==> src/hw/rtl/itlu_pkg.sv <==
// ----------------------------------------------------------------------------
// itlu_pkg
// Shared types and constants for the interpolating table lookup.
// ----------------------------------------------------------------------------
package itlu_pkg;

  localparam int MAX_POINTS_DEF = 32;
  localparam int AXIS_BITS_DEF  = 16;
  localparam int FRAC_BITS_DEF  = 16;

  localparam int CNT_W   = 6;
  localparam int CELL_W  = 8;
  localparam int STAT_W  = 2;

  localparam logic [CNT_W-1:0] CNT_RESET = CNT_W'(2);

  localparam logic ACT_LOAD   = 1'b0;
  localparam logic ACT_LOOKUP = 1'b1;

  typedef enum logic [STAT_W-1:0] {
    STAT_INTERP = 2'd0,
    STAT_LOW    = 2'd1,
    STAT_HIGH   = 2'd2
  } stat_t;

  // control that travels alongside the stage 2, divider and multiply stages
  typedef struct packed {
    logic  valid;
    stat_t status;
  } ctl_t;

endpackage

==> src/hw/rtl/itlu_if.sv <==
// ----------------------------------------------------------------------------
// itlu_in_if / itlu_out_if
// Valid/ready channels carrying lookup/load beats and result beats.
// ----------------------------------------------------------------------------
interface itlu_in_if #(
  parameter int AXIS_W = 16,
  parameter int IDX_W  = 5
);
  logic                      valid;
  logic                      ready;
  logic                      action;
  logic [IDX_W-1:0]          point_index;
  logic signed [AXIS_W-1:0]  axis_value;
  logic [7:0]                cell_value;
  logic signed [AXIS_W-1:0]  x;

  modport source (output valid, action, point_index, axis_value, cell_value, x,
                  input ready);
  modport sink   (input valid, action, point_index, axis_value, cell_value, x,
                  output ready);
endinterface

interface itlu_out_if #(
  parameter int IDX_W = 5
);
  logic             valid;
  logic             ready;
  logic [7:0]       result;
  logic [IDX_W-1:0] segment_index;
  logic [1:0]       clamp_status;

  modport source (output valid, result, segment_index, clamp_status, input ready);
  modport sink   (input valid, result, segment_index, clamp_status, output ready);
endinterface

==> src/hw/rtl/itlu_ram.sv <==
// ----------------------------------------------------------------------------
// itlu_ram
// Generic RAM: one write port, two registered read ports.
// ----------------------------------------------------------------------------
module itlu_ram #(
  parameter int WIDTH = 24,
  parameter int DEPTH = 32,
  parameter int AW    = $clog2(DEPTH)
) (
  input  logic             clk,
  input  logic             we,
  input  logic [AW-1:0]    waddr,
  input  logic [WIDTH-1:0] wdata,
  input  logic             re,
  input  logic [AW-1:0]    raddr_a,
  input  logic [AW-1:0]    raddr_b,
  output logic [WIDTH-1:0] rdata_a,
  output logic [WIDTH-1:0] rdata_b
);

  logic [WIDTH-1:0] mem_r [DEPTH];

  always_ff @(posedge clk) begin
    if (we) begin
      mem_r[waddr] <= wdata;
    end
    if (re) begin
      rdata_a <= mem_r[raddr_a];
      rdata_b <= mem_r[raddr_b];
    end
  end

endmodule

==> src/hw/rtl/itlu_seg.sv <==
// ----------------------------------------------------------------------------
// itlu_seg
// Breakpoint compare, segment encode and table read (stages 1 and 2).
// ----------------------------------------------------------------------------
module itlu_seg #(
  parameter int MAX_POINTS = 32,
  parameter int AXIS_W     = 16,
  parameter int IDX_W      = 5
) (
  input  logic                       clk,
  input  logic                       rst_n,
  input  logic                       adv,
  input  logic                       in_take,
  input  logic                       in_action,
  input  logic [IDX_W-1:0]           in_index,
  input  logic signed [AXIS_W-1:0]   in_axis,
  input  logic [7:0]                 in_cell,
  input  logic signed [AXIS_W-1:0]   in_x,
  input  logic [IDX_W-1:0]           nm1,
  output itlu_pkg::ctl_t             s2_ctl,
  output logic signed [AXIS_W-1:0]   s2_x,
  output logic [IDX_W-1:0]           s2_idx,
  output logic signed [AXIS_W-1:0]   s2_a0,
  output logic signed [AXIS_W-1:0]   s2_a1,
  output logic [7:0]                 s2_c0,
  output logic [7:0]                 s2_c1
);
  import itlu_pkg::*;

  localparam int RW = AXIS_W + CELL_W;

  logic signed [AXIS_W-1:0] axis_r [MAX_POINTS];
  logic [MAX_POINTS-1:0]    ge_nxt;
  logic                     idx_ok;

  // stage 1
  logic                     s1_vld_r;
  logic                     s1_act_r;
  logic [IDX_W-1:0]         s1_index_r;
  logic signed [AXIS_W-1:0] s1_axis_r;
  logic [7:0]               s1_cell_r;
  logic signed [AXIS_W-1:0] s1_x_r;
  logic [MAX_POINTS-1:0]    s1_ge_r;
  logic [IDX_W-1:0]         s1_nm1_r;

  logic [IDX_W-1:0] seg_i;
  logic [IDX_W-1:0] seg_i1;
  stat_t            seg_stat;
  logic             found;

  // stage 2
  ctl_t                     s2_ctl_r;
  logic signed [AXIS_W-1:0] s2_x_r;
  logic [IDX_W-1:0]         s2_idx_r;
  logic [RW-1:0]            rd_a;
  logic [RW-1:0]            rd_b;

  assign idx_ok = (int'(in_index) < MAX_POINTS);

  // compare against the table as it stands when the beat is taken
  always_comb begin
    for (int k = 0; k < MAX_POINTS; k++) begin
      ge_nxt[k] = (in_x >= axis_r[k]);
    end
  end

  always_ff @(posedge clk) begin
    if (in_take && in_action == ACT_LOAD && idx_ok) begin
      axis_r[in_index] <= in_axis;
    end
  end

  always_ff @(posedge clk) begin
    if (!rst_n) begin
      s1_vld_r <= 1'b0;
    end else if (adv) begin
      s1_vld_r <= in_take;
    end
  end

  always_ff @(posedge clk) begin
    if (adv) begin
      s1_act_r   <= in_action;
      s1_index_r <= in_index;
      s1_axis_r  <= in_axis;
      s1_cell_r  <= in_cell;
      s1_x_r     <= in_x;
      s1_ge_r    <= ge_nxt;
      s1_nm1_r   <= nm1;
    end
  end

  // segment encode: clamp high wins, then clamp low, then first bracket
  always_comb begin
    found = 1'b0;
    seg_i = '0;
    for (int k = MAX_POINTS - 2; k >= 0; k--) begin
      if (k < int'(s1_nm1_r) && s1_ge_r[k] && !s1_ge_r[k+1]) begin
        found = 1'b1;
        seg_i = IDX_W'(k);
      end
    end
    if (s1_ge_r[s1_nm1_r]) begin
      seg_i    = s1_nm1_r;
      seg_stat = STAT_HIGH;
    end else if (!s1_ge_r[0]) begin
      seg_i    = '0;
      seg_stat = STAT_LOW;
    end else if (found) begin
      seg_stat = STAT_INTERP;
    end else begin
      seg_i    = s1_nm1_r;
      seg_stat = STAT_HIGH;
    end
    seg_i1 = (int'(seg_i) == MAX_POINTS - 1) ? seg_i : seg_i + 1'b1;
  end

  itlu_ram #(
    .WIDTH (RW),
    .DEPTH (MAX_POINTS),
    .AW    (IDX_W)
  ) u_ram (
    .clk     (clk),
    .we      (adv && s1_vld_r && s1_act_r == ACT_LOAD &&
              int'(s1_index_r) < MAX_POINTS),
    .waddr   (s1_index_r),
    .wdata   ({s1_axis_r, s1_cell_r}),
    .re      (adv),
    .raddr_a (seg_i),
    .raddr_b (seg_i1),
    .rdata_a (rd_a),
    .rdata_b (rd_b)
  );

  always_ff @(posedge clk) begin
    if (!rst_n) begin
      s2_ctl_r.valid <= 1'b0;
    end else if (adv) begin
      s2_ctl_r.valid <= s1_vld_r && s1_act_r == ACT_LOOKUP;
    end
  end

  always_ff @(posedge clk) begin
    if (adv) begin
      s2_ctl_r.status <= seg_stat;
      s2_x_r          <= s1_x_r;
      s2_idx_r        <= seg_i;
    end
  end

  assign s2_ctl = s2_ctl_r;
  assign s2_x   = s2_x_r;
  assign s2_idx = s2_idx_r;
  assign s2_a0  = rd_a[RW-1:CELL_W];
  assign s2_c0  = rd_a[CELL_W-1:0];
  assign s2_a1  = rd_b[RW-1:CELL_W];
  assign s2_c1  = rd_b[CELL_W-1:0];

endmodule

==> src/hw/rtl/itlu_div.sv <==
// ----------------------------------------------------------------------------
// itlu_div
// Pipelined restoring divider for the segment fraction, one bit per stage.
// ----------------------------------------------------------------------------
module itlu_div #(
  parameter int AXIS_W = 16,
  parameter int FRAC_W = 16,
  parameter int IDX_W  = 5
) (
  input  logic                      clk,
  input  logic                      rst_n,
  input  logic                      adv,
  input  itlu_pkg::ctl_t            i_ctl,
  input  logic signed [AXIS_W-1:0]  i_x,
  input  logic [IDX_W-1:0]          i_idx,
  input  logic signed [AXIS_W-1:0]  i_a0,
  input  logic signed [AXIS_W-1:0]  i_a1,
  input  logic [7:0]                i_c0,
  input  logic [7:0]                i_c1,
  output itlu_pkg::ctl_t            o_ctl,
  output logic [IDX_W-1:0]          o_idx,
  output logic [7:0]                o_c0,
  output logic [7:0]                o_c1,
  output logic [FRAC_W-1:0]         o_t
);
  import itlu_pkg::*;

  localparam int RW = AXIS_W + 1;

  ctl_t             ctl_r [FRAC_W+1];
  logic [IDX_W-1:0] idx_r [FRAC_W+1];
  logic [7:0]       c0_r  [FRAC_W+1];
  logic [7:0]       c1_r  [FRAC_W+1];
  logic [RW-1:0]    rem_r [FRAC_W+1];
  logic [RW-1:0]    den_r [FRAC_W+1];
  logic [FRAC_W-1:0] q_r  [FRAC_W+1];

  logic [RW-1:0] rem0;
  logic [RW-1:0] den0;

  // clamped beats divide 0 by 1 so the fraction comes out zero
  always_comb begin
    if (i_ctl.status == STAT_INTERP) begin
      rem0 = RW'($signed({i_x[AXIS_W-1], i_x}) - $signed({i_a0[AXIS_W-1], i_a0}));
      den0 = RW'($signed({i_a1[AXIS_W-1], i_a1}) - $signed({i_a0[AXIS_W-1], i_a0}));
    end else begin
      rem0 = '0;
      den0 = RW'(1);
    end
  end

  always_ff @(posedge clk) begin
    if (!rst_n) begin
      ctl_r[0].valid <= 1'b0;
    end else if (adv) begin
      ctl_r[0].valid <= i_ctl.valid;
    end
  end

  always_ff @(posedge clk) begin
    if (adv) begin
      ctl_r[0].status <= i_ctl.status;
      idx_r[0] <= i_idx;
      c0_r[0]  <= i_c0;
      c1_r[0]  <= i_c1;
      rem_r[0] <= rem0;
      den_r[0] <= den0;
      q_r[0]   <= '0;
    end
  end

  for (genvar k = 1; k <= FRAC_W; k++) begin : g_step
    logic [RW:0]   rem2;
    logic          qbit;
    logic [RW-1:0] rem_nxt;

    always_comb begin
      rem2    = {rem_r[k-1], 1'b0};
      qbit    = (rem2 >= {1'b0, den_r[k-1]});
      rem_nxt = qbit ? RW'(rem2 - {1'b0, den_r[k-1]}) : RW'(rem2);
    end

    always_ff @(posedge clk) begin
      if (!rst_n) begin
        ctl_r[k].valid <= 1'b0;
      end else if (adv) begin
        ctl_r[k].valid <= ctl_r[k-1].valid;
      end
    end

    always_ff @(posedge clk) begin
      if (adv) begin
        ctl_r[k].status <= ctl_r[k-1].status;
        idx_r[k] <= idx_r[k-1];
        c0_r[k]  <= c0_r[k-1];
        c1_r[k]  <= c1_r[k-1];
        rem_r[k] <= rem_nxt;
        den_r[k] <= den_r[k-1];
        q_r[k]   <= {q_r[k-1][FRAC_W-2:0], qbit};
      end
    end
  end

  assign o_ctl = ctl_r[FRAC_W];
  assign o_idx = idx_r[FRAC_W];
  assign o_c0  = c0_r[FRAC_W];
  assign o_c1  = c1_r[FRAC_W];
  assign o_t   = q_r[FRAC_W];

endmodule

==> src/hw/rtl/interp_table_lookup_u8_top.sv <==
// ----------------------------------------------------------------------------
// interp_table_lookup_u8_top
// 1-D breakpoint table with linear interpolation of 8-bit cells.
// ----------------------------------------------------------------------------
// channel   dir  handshake        payload
// in_bus    in   valid/ready      action, point_index, axis_value, cell_value, x
// out_bus   out  valid/ready      result, segment_index, clamp_status
// cfg_*     in   cfg_wr_en        cfg_wr_data = point_count
//
// One beat enters per cycle while the pipeline is not stalled; the lookup depth
// is set by the one-bit-per-stage fraction divider. Loads give no beat.
// Reset clears every valid bit and sets point_count to 2; table contents are
// undefined until loaded. One stall signal freezes the whole pipeline while a
// result waits on out_bus.ready, so nothing is dropped or repeated.
// ----------------------------------------------------------------------------
module interp_table_lookup_u8_top #(
  parameter int MAX_POINTS = itlu_pkg::MAX_POINTS_DEF,
  parameter int AXIS_BITS  = itlu_pkg::AXIS_BITS_DEF,
  parameter int FRAC_BITS  = itlu_pkg::FRAC_BITS_DEF,
  parameter int IDX_W      = $clog2(MAX_POINTS)
) (
  input  logic                        clk,
  input  logic                        rst_n,
  itlu_in_if.sink                     in_bus,
  itlu_out_if.source                  out_bus,
  input  logic                        cfg_wr_en,
  input  logic [itlu_pkg::CNT_W-1:0]  cfg_wr_data
);
  import itlu_pkg::*;

  localparam int PW = FRAC_BITS + CELL_W + 2;

  logic [CNT_W-1:0] cnt_r;
  logic [IDX_W-1:0] nm1;
  logic             adv;
  logic             in_take;

  ctl_t                        s2_ctl;
  logic signed [AXIS_BITS-1:0] s2_x;
  logic [IDX_W-1:0]            s2_idx;
  logic signed [AXIS_BITS-1:0] s2_a0;
  logic signed [AXIS_BITS-1:0] s2_a1;
  logic [7:0]                  s2_c0;
  logic [7:0]                  s2_c1;

  ctl_t              dv_ctl;
  logic [IDX_W-1:0]  dv_idx;
  logic [7:0]        dv_c0;
  logic [7:0]        dv_c1;
  logic [FRAC_BITS-1:0] dv_t;

  ctl_t                 mul_ctl_r;
  logic [IDX_W-1:0]     mul_idx_r;
  logic [7:0]           mul_c0_r;
  logic signed [PW-1:0] mul_prod_r;
  logic signed [PW-1:0] prod_nxt;
  logic signed [PW-1:0] acc;

  logic             out_vld_r;
  logic [7:0]       out_res_r;
  logic [IDX_W-1:0] out_idx_r;
  stat_t            out_stat_r;

  always_ff @(posedge clk) begin
    if (!rst_n) begin
      cnt_r <= CNT_RESET;
    end else if (cfg_wr_en) begin
      cnt_r <= cfg_wr_data;
    end
  end

  // zero acts as one, anything above the table size as the table size
  always_comb begin
    if (cnt_r == '0) begin
      nm1 = '0;
    end else if (int'(cnt_r) > MAX_POINTS) begin
      nm1 = IDX_W'(MAX_POINTS - 1);
    end else begin
      nm1 = IDX_W'(cnt_r - 1'b1);
    end
  end

  assign adv          = !out_vld_r || out_bus.ready;
  assign in_bus.ready = adv;
  assign in_take      = in_bus.valid && adv;

  itlu_seg #(
    .MAX_POINTS (MAX_POINTS),
    .AXIS_W     (AXIS_BITS),
    .IDX_W      (IDX_W)
  ) u_seg (
    .clk       (clk),
    .rst_n     (rst_n),
    .adv       (adv),
    .in_take   (in_take),
    .in_action (in_bus.action),
    .in_index  (in_bus.point_index),
    .in_axis   (in_bus.axis_value),
    .in_cell   (in_bus.cell_value),
    .in_x      (in_bus.x),
    .nm1       (nm1),
    .s2_ctl    (s2_ctl),
    .s2_x      (s2_x),
    .s2_idx    (s2_idx),
    .s2_a0     (s2_a0),
    .s2_a1     (s2_a1),
    .s2_c0     (s2_c0),
    .s2_c1     (s2_c1)
  );

  itlu_div #(
    .AXIS_W (AXIS_BITS),
    .FRAC_W (FRAC_BITS),
    .IDX_W  (IDX_W)
  ) u_div (
    .clk   (clk),
    .rst_n (rst_n),
    .adv   (adv),
    .i_ctl (s2_ctl),
    .i_x   (s2_x),
    .i_idx (s2_idx),
    .i_a0  (s2_a0),
    .i_a1  (s2_a1),
    .i_c0  (s2_c0),
    .i_c1  (s2_c1),
    .o_ctl (dv_ctl),
    .o_idx (dv_idx),
    .o_c0  (dv_c0),
    .o_c1  (dv_c1),
    .o_t   (dv_t)
  );

  // t * (v1 - v0), then v0 * 2^F added in the output stage
  assign prod_nxt = PW'($signed({1'b0, dv_t}) *
                        ($signed({1'b0, dv_c1}) - $signed({1'b0, dv_c0})));

  always_ff @(posedge clk) begin
    if (!rst_n) begin
      mul_ctl_r.valid <= 1'b0;
    end else if (adv) begin
      mul_ctl_r.valid <= dv_ctl.valid;
    end
  end

  always_ff @(posedge clk) begin
    if (adv) begin
      mul_ctl_r.status <= dv_ctl.status;
      mul_idx_r        <= dv_idx;
      mul_c0_r         <= dv_c0;
      mul_prod_r       <= prod_nxt;
    end
  end

  assign acc = $signed({2'b00, mul_c0_r, {FRAC_BITS{1'b0}}}) + mul_prod_r;

  always_ff @(posedge clk) begin
    if (!rst_n) begin
      out_vld_r <= 1'b0;
    end else if (adv) begin
      out_vld_r <= mul_ctl_r.valid;
    end
  end

  always_ff @(posedge clk) begin
    if (adv) begin
      out_res_r  <= acc[FRAC_BITS +: CELL_W];
      out_idx_r  <= mul_idx_r;
      out_stat_r <= mul_ctl_r.status;
    end
  end

  assign out_bus.valid         = out_vld_r;
  assign out_bus.result        = out_res_r;
  assign out_bus.segment_index = out_idx_r;
  assign out_bus.clamp_status  = out_stat_r;

endmodule
==> src/flat_wrapper.sv <==
// flat-port wrapper written by rule: the top's interface ports become plain ports
module interp_table_lookup_u8_top_flat import itlu_pkg::*;
#(
  parameter int MAX_POINTS = itlu_pkg::MAX_POINTS_DEF,
  parameter int AXIS_BITS  = itlu_pkg::AXIS_BITS_DEF,
  parameter int FRAC_BITS  = itlu_pkg::FRAC_BITS_DEF,
  parameter int IDX_W      = $clog2(MAX_POINTS)
)
  (clk, rst_n, cfg_wr_en, cfg_wr_data, in_bus_valid, in_bus_action, in_bus_point_index, in_bus_axis_value, in_bus_cell_value, in_bus_x, in_bus_ready, out_bus_valid, out_bus_result, out_bus_segment_index, out_bus_clamp_status, out_bus_ready);
  itlu_in_if #(.IDX_W(IDX_W)) in_bus_i ();
  itlu_out_if #(.IDX_W(IDX_W)) out_bus_i ();
  input  logic clk;
  input  logic rst_n;
  input  logic cfg_wr_en;
  input  logic [itlu_pkg::CNT_W-1:0] cfg_wr_data;
  input wire logic [$bits(in_bus_i.valid)-1:0] in_bus_valid;
  input wire logic [$bits(in_bus_i.action)-1:0] in_bus_action;
  input wire logic [$bits(in_bus_i.point_index)-1:0] in_bus_point_index;
  input wire logic [$bits(in_bus_i.axis_value)-1:0] in_bus_axis_value;
  input wire logic [$bits(in_bus_i.cell_value)-1:0] in_bus_cell_value;
  input wire logic [$bits(in_bus_i.x)-1:0] in_bus_x;
  output wire logic [$bits(in_bus_i.ready)-1:0] in_bus_ready;
  output wire logic [$bits(out_bus_i.valid)-1:0] out_bus_valid;
  output wire logic [$bits(out_bus_i.result)-1:0] out_bus_result;
  output wire logic [$bits(out_bus_i.segment_index)-1:0] out_bus_segment_index;
  output wire logic [$bits(out_bus_i.clamp_status)-1:0] out_bus_clamp_status;
  input wire logic [$bits(out_bus_i.ready)-1:0] out_bus_ready;
  assign in_bus_i.valid = in_bus_valid;
  assign in_bus_i.action = in_bus_action;
  assign in_bus_i.point_index = in_bus_point_index;
  assign in_bus_i.axis_value = in_bus_axis_value;
  assign in_bus_i.cell_value = in_bus_cell_value;
  assign in_bus_i.x = in_bus_x;
  assign in_bus_ready = in_bus_i.ready;
  assign out_bus_valid = out_bus_i.valid;
  assign out_bus_result = out_bus_i.result;
  assign out_bus_segment_index = out_bus_i.segment_index;
  assign out_bus_clamp_status = out_bus_i.clamp_status;
  assign out_bus_i.ready = out_bus_ready;
  interp_table_lookup_u8_top #(.MAX_POINTS(MAX_POINTS), .AXIS_BITS(AXIS_BITS), .FRAC_BITS(FRAC_BITS), .IDX_W(IDX_W)) u_core (.clk(clk), .rst_n(rst_n), .in_bus(in_bus_i), .out_bus(out_bus_i), .cfg_wr_en(cfg_wr_en), .cfg_wr_data(cfg_wr_data));
endmodule
==> config.mk <==
export PLATFORM = sky130hd
export DESIGN_NAME = interp_table_lookup_u8_top_flat
export DESIGN_NICKNAME = d
export VERILOG_FILES = /design/src/hw/rtl/itlu_pkg.sv /design/src/hw/rtl/itlu_if.sv /design/src/hw/rtl/itlu_ram.sv /design/src/hw/rtl/itlu_seg.sv /design/src/hw/rtl/itlu_div.sv /design/src/hw/rtl/interp_table_lookup_u8_top.sv /design/src/flat_wrapper.sv
export SDC_FILE = /design/constraint.sdc
export NUM_CORES = 2
export LEC_CHECK = 0
export BUFFER_PORTS_ARGS = -buffer_cell sky130_fd_sc_hd__buf_2
export CORE_MARGIN = 2
export CORE_UTILIZATION = 45
export DETAILED_ROUTE_END_ITERATION = 12
export GPL_ROUTABILITY_DRIVEN = 0
export SKIP_LAST_GASP = 1
export SLEW_MARGIN = 20
export SYNTH_ARGS = -nofsm -noshare
export SYNTH_HDL_FRONTEND = slang
export SYNTH_SLANG_ARGS = --single-unit
==> constraint.sdc <==
create_clock -name clk -period 63.4 [get_ports clk]
set_input_delay 9.51 -clock clk [delete_from_list [all_inputs] [get_ports clk]]
set_output_delay 9.51 -clock clk [all_outputs]
set_load 0.01 [all_outputs]
# [Word-level counts from Yosys, hierarchy flattened]
# Memories as Yosys holds them, arrays and structs flattened. A register that Yosys moved wholly into a read port is not among the register bits.
# Index checks and enable logic that the tools add are counted.
[totals] romBits=0 n_memories=9 inputBits=57 out_inout_bits=17 ram_bits=2538 latchBits=0 word_cells=371 reg_bits=165
[op_classes] n_eq_ne=1 bitwise=19 div_mod_pow=0 reduce_logical=102 addsub=22 n_shift=0 multipliers=1 muxes=115 order_cmp=81
[mem_list] memory="u_core.u_seg.u_ram.mem_r" words=32 word_bits=24 read_ports=2 rd_clocked_by_memory_dff=2 wr=1 line_no="itlu_ram.sv:21" source="logic [WIDTH-1:0] mem_r [DEPTH];"
[mem_list] memory="u_core.u_seg.axis_r" words=32 word_bits=16 read_ports=32 rd_clocked_by_memory_dff=0 wr=1 line_no="itlu_seg.sv:32" source="logic signed [AXIS_W-1:0] axis_r [MAX_POINTS];"
[mem_list] memory="u_core.u_div.den_r" words=17 word_bits=17 read_ports=16 rd_clocked_by_memory_dff=0 wr=17 line_no="itlu_div.sv:35" source="logic [RW-1:0] den_r [FRAC_W+1];"
[mem_list] memory="u_core.u_div.rem_r" words=17 word_bits=17 read_ports=16 rd_clocked_by_memory_dff=0 wr=17 line_no="itlu_div.sv:34" source="logic [RW-1:0] rem_r [FRAC_W+1];"
[mem_list] memory="u_core.u_div.q_r" words=17 word_bits=16 read_ports=17 rd_clocked_by_memory_dff=0 wr=17 line_no="itlu_div.sv:36" source="logic [FRAC_W-1:0] q_r [FRAC_W+1];"
[mem_list] memory="u_core.u_div.c0_r" words=17 word_bits=8 read_ports=17 rd_clocked_by_memory_dff=0 wr=17 line_no="itlu_div.sv:32" source="logic [7:0] c0_r [FRAC_W+1];"
[mem_list] memory="+3 memories"
[ops] op="greater-or-equal comparator 16 bit" n=32
[ops] op="two-way mux 17 bit" n=18
[ops] op="greater-or-equal comparator 18 x 17 -> 1 bit" n=16
[ops] op="subtractor 17 bit" n=16
[ops] op="two-way mux 5 bit" n=36
[ops] op="< comparator 5 bit (first input constant)" n=15
[ops] op="logical AND 1 bit" n=67
[ops] op="two-way mux 1 bit" n=58
[ops] op="< comparator 4 x 5 -> 1 bit (first input constant)" n=8
[ops] op="subtractor 16 x 16 -> 17 bit" n=2
[ops] op="zero test 1 bit" n=32
[ops] op="adder 24 bit" n=1
[ops] op="multiplier 17 x 9 -> 24 bit" n=1
[ops] op="< comparator 3 x 5 -> 1 bit (first input constant)" n=4
[ops] op="bitwise OR 1 bit" n=17
[ops] op="< comparator 1 x 5 -> 1 bit (first input constant)" n=2
[ops] op="< comparator 2 x 5 -> 1 bit (first input constant)" n=2
[ops] op="subtractor 8 x 8 -> 9 bit" n=1
[ops] op="greater-than comparator 6 bit (second input constant)" n=1
[ops] op="zero test 6 bit" n=1
[ops] op="< comparator 5 x 6 -> 1 bit (second input constant)" n=1
[ops] op="adder 5 x 1 -> 5 bit (second input constant)" n=1
[ops] op="binary-select mux 1 bit (select 5 bit)" n=1
[ops] op="== test 5 x 1 -> 1 bit (second input constant)" n=1
[ops] op="other kinds (5)" n=7

# [Depth between registers and ports, before layout]
[logic_depth] ltp_word=39 mapped_depth=31 mapped_depth_nobuf=31

# [By module]
# Synthesis repeated with hierarchy kept, for this count alone.
[hier_totals] cells_unflattened=9667 hier_area_um2=128816.0
[modules_own_cells] module="itlu_div" n_inst=1 area_per_inst_um2=50871.3 cells_per_inst=3742 seq_area_each_um2=32661.3
[modules_own_cells] module="itlu_ram" n_inst=1 area_per_inst_um2=38125.3 cells_per_inst=2608 seq_area_each_um2=24503.5
[modules_own_cells] module="itlu_seg" n_inst=1 area_per_inst_um2=33409.5 cells_per_inst=2701 seq_area_each_um2=18597.8
[modules_own_cells] module="interp_table_lookup_u8_top" n_inst=1 area_per_inst_um2=6409.9 cells_per_inst=616 seq_area_each_um2=1301.2

# [Worst setup path after synthesis]
# No wires, ideal clock.
[synth_path] path_kind="input port to output port" startpoint="input port out_bus_ready" endpoint="output port in_bus_ready" stages=4 required_time_ns=53.890 setup_slack_ns=9.884 path_buffers=2 t_arrival_ns=44.006 cell_sequence="nor2b_1 clkbuf_1 inv_1 clkbuf_1"
[synth_between] elab_chain_cells=1
[synth_rtl] element="start: declaration" line_no="flat_wrapper.sv:27" source="input wire logic [$bits(out_bus_i.ready)-1:0] out_bus_ready;"
[synth_rtl] element="logical OR 1 bit" line_no="interp_table_lookup_u8_top.sv:83" source="assign adv = !out_vld_r || out_bus.ready;"
[synth_rtl] element="end: declaration" line_no="flat_wrapper.sv:22" source="output wire logic [$bits(in_bus_i.ready)-1:0] in_bus_ready;"
# No other way between the ends.

# [Worst setup path after layout]
# Same ends and word-level chain as after synthesis.

==> reports/qor.yml <==
outcome:
  status: "finished clean"
drt:
  num_vias: 80900
  dr.pass1.iters: 6
  wl_mm: 327
  drtIter0Drc: 8229
  route.detailed.wl_per_inst_um: 23.2
  drc: 0
  ant_nets: 0
  vias_per_cell: 5.74
clock_tree:
  clock_latency_ns: 0.91
  cts_max_path_buffers: 4
  htreeDepth: 5
  clk_pin_slew_ns: 0.06
  cts_resized: 0
  root_buffer: "clkbuf_16"
  cts_setup_buffers: 0
  postCtsHoldBufs: 0
  cts_tree: "yes"
  cts_sinks: 2570
  cts_buffers: 286
worst_setup_path:
  worst-r2r-cell-count: 21
  critPathLaunch: "out_bus_ready"
  critPathLaunchType: "input pin"
  critPathMaxFanout: 41
  arrival_ns: 10.98
  path_class: "in -> out"
  r2r_end: "u_core.u_seg.u_ram.rdata_b[15]"
  reg2reg_slack_ns: 52.94
  required_ns: 53.89
  critPathCaptureType: "output pin"
  endpoint: "in_bus_ready"
  timing.rr.start: "u_core.u_seg.s1_nm1_r[1]"
run:
  cap_violations: 0
floorplanning:
  initial_core_util_pct: 45.3
  die_x_um: 535
  die_y_um: 535
  dieArea_sq_um: 286000
  coreArea_sq_um: 280000
  rows: 194
  design.portCount: 74
finish:
  final_area_sq_um: 141000
  area_growth_pct: 11.3
  fill_cells: 23700
  fin_nets: 11200
  drive_above_1_share_pct: 8.70
sta:
  max_freq_mhz: 48.8
  finalCritPeriodShare_pct: 32.3
  postLayoutSetupSlackWorst_ns: 42.91
  rsz0062_at_grt: "false"
  maxSlewViolCount: 0
  worst_slew_pin_slew_ns: 1.18
  skew_ns: 0.0865
  timing.setup.tns_ns: 0
  period_needed_ns: 20.49
  setup_viol: 0
  holdWs_ns: 0.362
  slew_headroom_pct: 21.4
  hold_violations: 0
logic_synthesis:
  syn_nets: 11000
  async_flop_share_pct: 0
  synth_area_sq_um: 127000
  avgSynthCellArea_sq_um: 12.8
  syn_inst: 9942
  synth_edf_count: 2559
  yosysSeqAreaShare_pct: 60.7
  ys.flop_type: "edfxtp_1"
  synth_warnings: 0
  ys_seq_elements: 2570
  synth_cell_types: 91
placed_design:
  placed_area_sq_um: 132000
  dp_worst_setup_slack_ns: 42.94
  io_buffers: 73
  hpwl_mm: 186
hold_path:
  hp-class: "reg -> reg"
grt:
  grt_pass1_vias: 79300
  grt_use_total_pct: 22.4
  met3_usage_pct: 3.25
  grt_start_max_net_pins: 212
  use_met2_pct: 37.7
  antenna_found_initial: 14
  busiest_layer: "met2"
  globalRouteOverflowTotal: 0
  gr-usage-met1_pct: 28.8
  grt_pass1_wl_mm: 486
final cells by class:
cell class	count	area (sq um)	area share (%)
Sequential cell	2570	77100	54.5
Multi-Input combinational cell	5980	44700	31.7
Clock buffer	338	7520	5.32
Tap cell	3724	4660	3.30
Inverter	1049	3960	2.80
Timing Repair Buffer	257	1860	1.32
Clock inverter	169	1470	1.04
Antenna cell	2	5.00	0.00354
critical path, stage by stage:
cell     delay [ns]
buf_2          0.10
nor2b_1        0.69
inv_8          0.38
buf_2          0.26
routing by layer:
metal | wire [um] | vias up
li1 | - | 37000
met1 | 132000 | 40000
met2 | 156000 | 3115
met3 | 24200 | 844
met4 | 14900 | 0
met5 | 0 | -
cells by family (layout without fill, tap and decap cells):
logic type / Yosys count / count (layout) / share of synthesized area (%)
other cells: 0 / 2 / 0
buf+inv: 1392 / 1813 / 4.32
compound gates: 1795 / 1795 / 9.24
flops: 2570 / 2570 / 60.7
xor+xnor: 211 / 211 / 1.46
fa+ha+maj: 1004 / 1004 / 10.6
mux: 560 / 560 / 4.62
simple gates: 2410 / 2410 / 9.06
cell usage after synthesis, types with 26 or more instances:
library cell | number | area share [%]
edfxtp_1 | 2559 | 61
inv_1 | 1043 | 3.1
ha_1 | 887 | 8.7
nand2_1 | 837 | 2.5
nor2_1 | 548 | 1.6
o21ai_0 | 413 | 1.6
mux2i_1 | 403 | 3.2
a21oi_1 | 370 | 1.5
clkbuf_1 | 196 | 0.58
xnor2_1 | 161 | 1.1
nand3_1 | 157 | 0.62
nand2b_1 | 151 | 0.74
mux2_2 | 149 | 1.3
nor2b_1 | 149 | 0.73
nand4_1 | 138 | 0.68
o21a_1 | 123 | 0.73
a21o_1 | 121 | 0.72
fa_1 | 117 | 1.8
and3_1 | 114 | 0.56
o22ai_1 | 108 | 0.53
a211oi_1 | 90 | 0.53
nor3_1 | 89 | 0.35
a21boi_0 | 79 | 0.47
and2_1 | 75 | 0.37
buf_2 | 71 | 0.28
a31oi_1 | 62 | 0.31
a311oi_1 | 59 | 0.41
a32oi_1 | 51 | 0.35
buf_1 | 50 | 0.15
xor2_1 | 50 | 0.35
o221ai_1 | 48 | 0.33
nor4_1 | 45 | 0.22
o2111ai_1 | 35 | 0.24
a221o_1 | 31 | 0.24
a22oi_1 | 28 | 0.17
o21bai_1 | 26 | 0.15
worst min-delay path by stage:
stage                         startpoint                              end  slack [ns]  cells past startpoint
3_5_place_dp         u_core.mul_idx_r[4]  u_core.out_bus.segment_index[4]        0.40                      0
5_1_grt          u_core.u_seg.s1_x_r[11]            u_core.u_seg.s2_x[11]        0.39                      0
6_report        u_core.u_div.idx_r[4][4]         u_core.u_div.idx_r[5][4]        0.36                      0
3_3_place_gp   u_core.u_div.c1_r[0][113]        u_core.u_div.c1_r[0][121]        0.40                      0
2_1_floorplan  u_core.u_div.ctl_r[16][0]              u_core.mul_ctl_r[0]        0.40                      0
4_1_cts         u_core.u_div.idx_r[4][4]         u_core.u_div.idx_r[5][4]        0.38                      0
stage by stage:
stage | std cells | utilization [%]
finish | 14100 | 50.5
detailed placement | 13600 | 47.2
global route | 14100 | 50.5
CTS | 14100 | 50.4
global placement | 13600 | 47.2
floorplan | 9942 | -
sequential cells by signal (all words and copies together), names as in the netlist, 8 cells and up:
register / flops
u_core.mul_c0_r: 8
u_core.mul_prod_r: 8
u_core.out_bus.result: 8
u_core.u_div.c0_r: 136
u_core.u_div.c1_r: 136
u_core.u_div.ctl_r: 51
u_core.u_div.den_r: 272
u_core.u_div.idx_r: 85
u_core.u_div.q_r: 136
u_core.u_div.rem_r: 272
u_core.u_seg.axis_r: 512
u_core.u_seg.s1_axis_r: 16
u_core.u_seg.s1_cell_r: 8
u_core.u_seg.s1_ge_r: 32
u_core.u_seg.s1_x_r: 16
u_core.u_seg.s2_x: 16
u_core.u_seg.u_ram.mem_r: 768
u_core.u_seg.u_ram.rdata_a: 24
u_core.u_seg.u_ram.rdata_b: 24
cells in the final DEF (no fill, tap or decap), types with 72 or more instances in the layout:
master        n
and2_1       75
buf_4       173
nand2b_1    150
nor3_1       87
nor2b_1     149
o21a_1      123
mux2i_1     402
edfxtp_1   2559
nand4_1     138
buf_2        72
nand3_1     157
xnor2_1     161
a211oi_1     90
nor2_1      506
a21boi_0     79
o22ai_1     108
mux2_2      148
a21oi_1     370
clkbuf_16   294
o21ai_0     413
fa_1        117
nand2_1     834
a21o_1      121
and3_1      114
inv_1      1041
ha_1        887
Power is not shown: default switching activity piles up to over one toggle a cycle in this logic, so the estimate is an artifact.
